$ cat src/i2d_pkg.sv
`timescale 1ns / 1ps

package i2d_pkg;

    // Default width of the signed input value
    localparam int VALUE_WIDTH_DEF = 32;

    // ASCII codes used in the output text
    localparam logic [7:0] ASCII_ZERO    = 8'h30;
    localparam logic [7:0] ASCII_MINUS   = 8'h2D;
    localparam logic [7:0] ASCII_NEWLINE = 8'h0A;

    // Decimal digits needed for a magnitude of up to 2^(w-1):
    // floor(w * log10(2)) + 1, with log10(2) ~ 0.30103
    function automatic int i2d_num_digits(input int w);
        return (w * 30103) / 100000 + 1;
    endfunction

    // Sequencer commands to the converter
    typedef struct packed {
        logic start;        // load magnitude, clear BCD, begin shifting
        logic digit_shift;  // drop the top BCD digit, shift the rest up
    } t_conv_ctl;

    // Converter status back to the sequencer
    typedef struct packed {
        logic       busy;       // shift-add-3 pass in progress
        logic [3:0] top_digit;  // most significant BCD digit
    } t_conv_stat;

endpackage

$ cat src/i2d_if.sv
`timescale 1ns / 1ps

// Input channel: one signed value per item
interface i2d_value_if #(
    parameter int VALUE_WIDTH = i2d_pkg::VALUE_WIDTH_DEF
);
    logic                          valid;
    logic                          ready;
    logic signed [VALUE_WIDTH-1:0] value;

    modport source (output valid, output value, input ready);
    modport sink   (input valid, input value, output ready);
endinterface

// Output channel: one ASCII character per item
interface i2d_text_if;
    logic       valid;
    logic       ready;
    logic [7:0] text_char;
    logic       last;

    modport source (output valid, output text_char, output last, input ready);
    modport sink   (input valid, input text_char, input last, output ready);
endinterface

$ cat src/int_to_decimal_ascii.sv
`timescale 1ns / 1ps

// Signed integer to decimal ASCII text.
// i_in carries one two's complement value per item (valid/ready). o_out
// carries the text one character per item: '-' for a negative value, the
// decimal digits most significant first without leading zeros (zero is a
// single '0'), then a newline with last set.
// Sequence: the accept, then the shift-add-3 converter (one magnitude bit per
// cycle) and a check in S_CONV that it has finished; then '-' when negative.
// Each of the NUM_DIGITS digit positions is then dropped as a leading zero or
// sent, with a step to leave the zero skip, and the newline comes last. The
// time per item does not depend on the digit count while o_out does not stall;
// the converter pass sets the bulk of it. One value is handled at a time:
// i_in.ready is high only while no conversion is in flight, though the
// final newline may still sit in the output register waiting to be taken.
// A stall on o_out holds the current character and pauses the sequence;
// nothing is dropped. Reset returns to idle and empties the output register.
module int_to_decimal_ascii #(
    parameter int VALUE_WIDTH = i2d_pkg::VALUE_WIDTH_DEF
) (
    input  logic        i_clk,
    input  logic        i_rst_n,
    i2d_value_if.sink   i_in,
    i2d_text_if.source  o_out
);
    import i2d_pkg::*;

    localparam int NUM_DIGITS = i2d_num_digits(VALUE_WIDTH);
    localparam int LEFT_W     = $clog2(NUM_DIGITS + 1);

    typedef enum logic [2:0] {
        S_IDLE,
        S_CONV,
        S_SIGN,
        S_SKIP,
        S_DIGIT,
        S_NL
    } t_state;

    t_state              r_state, n_state;
    logic                r_neg, n_neg;
    logic [LEFT_W-1:0]   r_left, n_left;
    logic                r_o_valid, n_o_valid;
    logic [7:0]          r_o_char, n_o_char;
    logic                r_o_last, n_o_last;

    t_conv_ctl              w_ctl;
    t_conv_stat             w_stat;
    logic [VALUE_WIDTH-1:0] w_mag;
    logic                   w_accept;
    logic                   w_free;

    assign i_in.ready = (r_state == S_IDLE);
    assign w_accept   = i_in.valid && i_in.ready;
    assign w_free     = !r_o_valid || o_out.ready;

    // Magnitude in an unsigned word; the most negative value maps exactly
    assign w_mag = i_in.value[VALUE_WIDTH-1] ? (~i_in.value + VALUE_WIDTH'(1))
                                             : i_in.value;

    i2d_conv #(
        .VALUE_WIDTH (VALUE_WIDTH)
    ) u_conv (
        .i_clk   (i_clk),
        .i_rst_n (i_rst_n),
        .i_ctl   (w_ctl),
        .i_mag   (w_mag),
        .o_stat  (w_stat)
    );

    // Sequencer: convert, then sign, leading zero skip, digits, newline
    always_comb begin
        n_state   = r_state;
        n_neg     = r_neg;
        n_left    = r_left;
        n_o_valid = r_o_valid;
        n_o_char  = r_o_char;
        n_o_last  = r_o_last;
        w_ctl     = '0;

        if (r_o_valid && o_out.ready) begin
            n_o_valid = 1'b0;
        end

        case (r_state)
            S_IDLE: begin
                if (w_accept) begin
                    w_ctl.start = 1'b1;
                    n_neg       = i_in.value[VALUE_WIDTH-1];
                    n_state     = S_CONV;
                end
            end
            S_CONV: begin
                if (!w_stat.busy) begin
                    n_left  = LEFT_W'(NUM_DIGITS);
                    n_state = r_neg ? S_SIGN : S_SKIP;
                end
            end
            S_SIGN: begin
                if (w_free) begin
                    n_o_valid = 1'b1;
                    n_o_char  = ASCII_MINUS;
                    n_o_last  = 1'b0;
                    n_state   = S_SKIP;
                end
            end
            S_SKIP: begin
                // Drop leading zeros but keep at least one digit
                if (w_stat.top_digit == 4'd0 && r_left > LEFT_W'(1)) begin
                    w_ctl.digit_shift = 1'b1;
                    n_left            = r_left - LEFT_W'(1);
                end else begin
                    n_state = S_DIGIT;
                end
            end
            S_DIGIT: begin
                if (w_free) begin
                    n_o_valid         = 1'b1;
                    n_o_char          = ASCII_ZERO + {4'h0, w_stat.top_digit};
                    n_o_last          = 1'b0;
                    w_ctl.digit_shift = 1'b1;
                    n_left            = r_left - LEFT_W'(1);
                    if (r_left == LEFT_W'(1)) begin
                        n_state = S_NL;
                    end
                end
            end
            S_NL: begin
                if (w_free) begin
                    n_o_valid = 1'b1;
                    n_o_char  = ASCII_NEWLINE;
                    n_o_last  = 1'b1;
                    n_state   = S_IDLE;
                end
            end
            default: begin
                n_state = S_IDLE;
            end
        endcase
    end

    always_ff @(posedge i_clk) begin
        if (!i_rst_n) begin
            r_state   <= S_IDLE;
            r_o_valid <= 1'b0;
        end else begin
            r_state   <= n_state;
            r_o_valid <= n_o_valid;
        end
        r_neg    <= n_neg;
        r_left   <= n_left;
        r_o_char <= n_o_char;
        r_o_last <= n_o_last;
    end

    assign o_out.valid     = r_o_valid;
    assign o_out.text_char = r_o_char;
    assign o_out.last      = r_o_last;

endmodule

$ cat src/i2d_conv.sv
`timescale 1ns / 1ps

// Iterative binary to BCD converter (shift-add-3), one magnitude bit per cycle
module i2d_conv #(
    parameter int VALUE_WIDTH = 32
) (
    input  logic                     i_clk,
    input  logic                     i_rst_n,
    input  i2d_pkg::t_conv_ctl       i_ctl,
    input  logic [VALUE_WIDTH-1:0]   i_mag,
    output i2d_pkg::t_conv_stat      o_stat
);
    import i2d_pkg::*;

    localparam int NUM_DIGITS = i2d_num_digits(VALUE_WIDTH);
    localparam int BCD_W      = 4 * NUM_DIGITS;
    localparam int CNT_W      = $clog2(VALUE_WIDTH + 1);

    logic [VALUE_WIDTH-1:0] r_mag, n_mag;
    logic [BCD_W-1:0]       r_bcd, n_bcd;
    logic [CNT_W-1:0]       r_cnt, n_cnt;
    logic [BCD_W-1:0]       w_adj;

    // Add 3 to every digit of 5 or more before the shift
    always_comb begin
        for (int k = 0; k < NUM_DIGITS; k++) begin
            if (r_bcd[4*k +: 4] >= 4'd5) begin
                w_adj[4*k +: 4] = r_bcd[4*k +: 4] + 4'd3;
            end else begin
                w_adj[4*k +: 4] = r_bcd[4*k +: 4];
            end
        end
    end

    // Next state: load, shift step, or digit drop during emission
    always_comb begin
        n_mag = r_mag;
        n_bcd = r_bcd;
        n_cnt = r_cnt;
        if (i_ctl.start) begin
            n_mag = i_mag;
            n_bcd = '0;
            n_cnt = CNT_W'(VALUE_WIDTH);
        end else if (r_cnt != '0) begin
            n_bcd = {w_adj[BCD_W-2:0], r_mag[VALUE_WIDTH-1]};
            n_mag = {r_mag[VALUE_WIDTH-2:0], 1'b0};
            n_cnt = r_cnt - CNT_W'(1);
        end else if (i_ctl.digit_shift) begin
            n_bcd = {r_bcd[BCD_W-5:0], 4'h0};
        end
    end

    always_ff @(posedge i_clk) begin
        if (!i_rst_n) begin
            r_cnt <= '0;
        end else begin
            r_cnt <= n_cnt;
        end
        r_mag <= n_mag;
        r_bcd <= n_bcd;
    end

    assign o_stat.busy      = (r_cnt != '0);
    assign o_stat.top_digit = r_bcd[BCD_W-1 -: 4];

endmodule

$ cat src/flat_wrapper.sv
// flat-port wrapper written by rule: the top's interface ports become plain ports
module int_to_decimal_ascii_flat import i2d_pkg::*;
#(
    parameter int VALUE_WIDTH = i2d_pkg::VALUE_WIDTH_DEF
)
  (i_clk, i_rst_n, i_in_valid, i_in_value, i_in_ready, o_out_valid, o_out_text_char, o_out_last, o_out_ready);
  i2d_value_if #(.VALUE_WIDTH(VALUE_WIDTH)) i_in_i ();
  i2d_text_if o_out_i ();
  input  logic i_clk;
  input  logic i_rst_n;
  input wire logic [$bits(i_in_i.valid)-1:0] i_in_valid;
  input wire logic [$bits(i_in_i.value)-1:0] i_in_value;
  output wire logic [$bits(i_in_i.ready)-1:0] i_in_ready;
  output wire logic [$bits(o_out_i.valid)-1:0] o_out_valid;
  output wire logic [$bits(o_out_i.text_char)-1:0] o_out_text_char;
  output wire logic [$bits(o_out_i.last)-1:0] o_out_last;
  input wire logic [$bits(o_out_i.ready)-1:0] o_out_ready;
  assign i_in_i.valid = i_in_valid;
  assign i_in_i.value = i_in_value;
  assign i_in_ready = i_in_i.ready;
  assign o_out_valid = o_out_i.valid;
  assign o_out_text_char = o_out_i.text_char;
  assign o_out_last = o_out_i.last;
  assign o_out_i.ready = o_out_ready;
  int_to_decimal_ascii #(.VALUE_WIDTH(VALUE_WIDTH)) u_core (.i_clk(i_clk), .i_rst_n(i_rst_n), .i_in(i_in_i), .o_out(o_out_i));
endmodule
$ cat config.mk
export PLATFORM = sky130hd
export DESIGN_NAME = int_to_decimal_ascii_flat
export DESIGN_NICKNAME = d
export VERILOG_FILES = /design/src/i2d_pkg.sv /design/src/i2d_if.sv /design/src/int_to_decimal_ascii.sv /design/src/i2d_conv.sv /design/src/flat_wrapper.sv
export SDC_FILE = /design/constraint.sdc
export NUM_CORES = 1
export LEC_CHECK = 0
export BUFFER_PORTS_ARGS = -buffer_cell sky130_fd_sc_hd__buf_4
export CAP_MARGIN = 20
export CELL_PAD_IN_SITES_DETAIL_PLACEMENT = 1
export CELL_PAD_IN_SITES_GLOBAL_PLACEMENT = 2
export CORE_MARGIN = 4
export CORE_UTILIZATION = 34
export CTS_CLUSTER_SIZE = 40
export DETAILED_ROUTE_END_ITERATION = 16
export GPL_TIMING_DRIVEN = 0
export PLACE_DENSITY_LB_ADDON = 0.1
export REMOVE_ABC_BUFFERS = 1
export SLEW_MARGIN = 20
export SYNTH_ARGS = -nofsm -noshare
export SYNTH_HDL_FRONTEND = slang
export SYNTH_SLANG_ARGS = --single-unit
$ cat constraint.sdc
create_clock -name i_clk -period 2.4 [get_ports i_clk]
set_input_delay 0 -clock i_clk [delete_from_list [all_inputs] [get_ports i_clk]]
set_output_delay 0 -clock i_clk [all_outputs]
set_load 0.005 [all_outputs]
==> out/metrics.yaml <==
clockBufferDepth: 2
totalWireLength_mm: 14.7
p_leak_nw: 2.60
final_area_sq_um: 6780
insertion_delay_ns: 0.35
numPortBuffers: 44
diodes: 0
fin_crit_sh: 0.910
cts_root_buf: "clkbuf_16"
rsz0062_at_grt: "yes"
start_util: 0.349
num_rows: 47
numCtsBuffers: 9
grt_max_degree: 50
grt_pass1_vias: 5026
syn_to_final_growth_pct: 16.4
ys_seq_area_frac: 0.399
hold_violations: 0
r2r_setup_slack_ns: 0.22
crit_arrival_ns: 2.17
setup_violations: 0
grt_usage: 0.154
synthTopCellsByArea: "edfxtp_1 (23%), dfxtp_1 (17%), a21oi_1 (7.4%)"
route.detailed.drc: 0
path_cells: "inv_1 > ha_1 > nor3b_4 > nand2_4 > o21ai_0 > nand2_1 > o21ai_0"
slew_headroom: 0.540
vias_per_cell: 5.31
holdWs_ns: 0.0123
vias: 4888
finalSetupTns_ns: 0
slowest_stage: "nor3b_4"
synth_warnings: 0
synth_area_sq_um: 5820
die_w_um: 139
synth_edf_count: 44
path_depth: 7
ys_top_cells_by_count: "a21oi_1 (86), nand2_1 (79), dfxtp_1 (50)"
core_sq_um: 16700
hold-path-cell-count: 3
grt_overflow: 0
synth_seq_cells: 94
cp_max_fo: 26
power_mw: 10.1
clkTransAtPathRegs_ns: 0.07
slew_viol_final: 0
vdd_drop_max_uv: 1170
cp-start-kind: "flip-flop"
antenna_found_initial: 0
period_minus_slack_ns: 2.18
skew_ns: 0.0103
worstPathRequired_ns: 2.39
grt_pass1_wl_mm: 24.9
die_height_um: 139
fillers: 1971
async_reset_ff_frac: 0
first_iter_violations: 186
yosysUniqueCellTypes: 58
max_freq_mhz: 458
drive_above_1_share: 0.133
min_path_type: "input port to flip-flop"
ant_nets: 0
cts.sinks: 94
synth_top_area_cell: "edfxtp_1"
num_io_pins: 47
die-area_sq_um: 19300
critical-path-top-delay-family: "simple AND/OR/NAND/NOR gates"
r2r_cells: 7
path_common_cell: "o21ai_0"
ys.flop_type: "dfxtp_1"
postPlaceCellArea_sq_um: 6380
max_stage_delay_ns: 0.35
final_nets: 755
wl_per_cell_um: 16.0
place_congestion: 0.783
tightest_slew_ns: 0.686
maxCapViolCount: 0
avgSynthCellArea_sq_um: 8.75
outcome: "finished clean"
critPathCaptureType: "flip-flop"
powerDensity_nw_per_um2: 1480
cts_tree: "done"
worst-path-buf-inv: 1
worstSetupPathType: "flip-flop to flip-flop"
dp_hpwl_mm: 9.99
htreeDepth: 3
drtPass1Iterations: 4
synth_top_area_share: 0.227
synth_most_common_cell: "a21oi_1"
synthCells: 666
## where the power goes
| group | total [mW] | internal [mW] | switching (mW) |
|---|---|---|---|
| clock network | 1.65 | 1.02 | 0.634 |
| logic | 5.23 | 2.15 | 3.08 |
| registers | 3.17 | 2.58 | 0.587 |
## timing repair
action,4_1_cts,5_1_grt
hold buffers,2,0
gates cloned,1,0
setup endpoints to repair,65,65
pin swaps,0,1
resized for setup,3,3
endpoints found under the hold margin,5,0
setup buffers,0,3
## worst reg2reg max path, stage by stage, from the launching register on
cell and delay, ns:
dfxtp_1 0.33, inv_1 0.10, ha_1 0.24, nor3b_4 0.35, nand2_4 0.27, o21ai_0 0.24, nand2_1 0.07, o21ai_0 0.23
## final timing paths
| path | startpoint | endpoint |
|---|---|---|
| worst max-delay path | u_core.u_conv.r_cnt[0] | u_core.r_left[3] |
| worst min-delay path | i_in_value[0] | u_core.u_conv.r_mag[0] |
| worst max register to register | u_core.u_conv.r_cnt[0] | u_core.r_left[3] |
| worst min register to register | u_core.u_conv.r_mag[30] | u_core.u_conv.r_mag[31] |
## cell usage in the layout, fill, tap and decap left out, drive strengths merged, types with 3 or more instances in the layout
cell type and n:
nor3b 13, clkbuf 11, o211ai 4, mux2i 10
edfxtp 44, nand2 80, nand3 3, nor2b 5
inv 31, xnor2 16, or3 4, or2 4
a211o 8, nor4 6, o21ai 84, nand2b 21
o31ai 14, buf 51, nor2 33, nor3 17
ha 24, dfxtp 50, o41ai 7, a2bb2oi 7
bufinv 3, a211oi 4, xor2 28, a21oi 86
## final cells by class
cell class | instances | area (sq um) | share of cell area
multi-input cells | 506 | 3260 | 0.481
flip-flops and latches | 94 | 2320 | 0.342
repair buffers | 53 | 475 | 0.0701
well taps | 220 | 275 | 0.0406
clock buffers | 11 | 233 | 0.0343
inverters | 31 | 116 | 0.0172
clock inverters | 5 | 98.8 | 0.0146
## metrics by stage
step	std cells	setup slack, ns	util
final	920	0.217	0.406
after global routing	920	-0.0194	0.406
after CTS	917	-0.0757	0.404
after floorplan	630	-1.16	-
after global placement	894	-3.04	0.374
after detailed placement	898	-0.359	0.382
## cells by family (layout without fill, tap and decap cells)
family / Yosys count / count (layout) / share of synthesized area
AO/OA/AOI/OAI: 227 / 227 / 0.240
AND/OR/NAND/NOR: 198 / 199 / 0.175
flip-flops: 94 / 94 / 0.399
buffers and inverters: 68 / 100 / 0.0511
XOR/XNOR: 44 / 44 / 0.0662
adder cells (fa/ha/maj): 24 / 24 / 0.0516
multiplexers: 10 / 10 / 0.0172
other: 1 / 2 / 0.000644
## state kept, by name, summed over array words and instances (netlist names)
name,flops
u_core.u_conv.r_bcd,40
u_core.u_conv.r_mag,32
u_core.o_out.text_char,6
u_core.u_conv.r_cnt,6
u_core.r_left,4
u_core.r_state,3
u_core.o_out.last,1
u_core.o_out.valid,1
u_core.r_neg,1
## per-layer routing
metal  routed length [um]  up-vias  part of all wire  track usage
met2                 7110       57              0.48        0.265
met5                    0        -                 0            0
li1                     -     2446                 -            -
met4                  163        0             0.011       0.0360
met3                  418       10             0.028       0.0328
met1                 7050     2375              0.48        0.199
No activity file was read; power rests on OpenSTA's default activity.
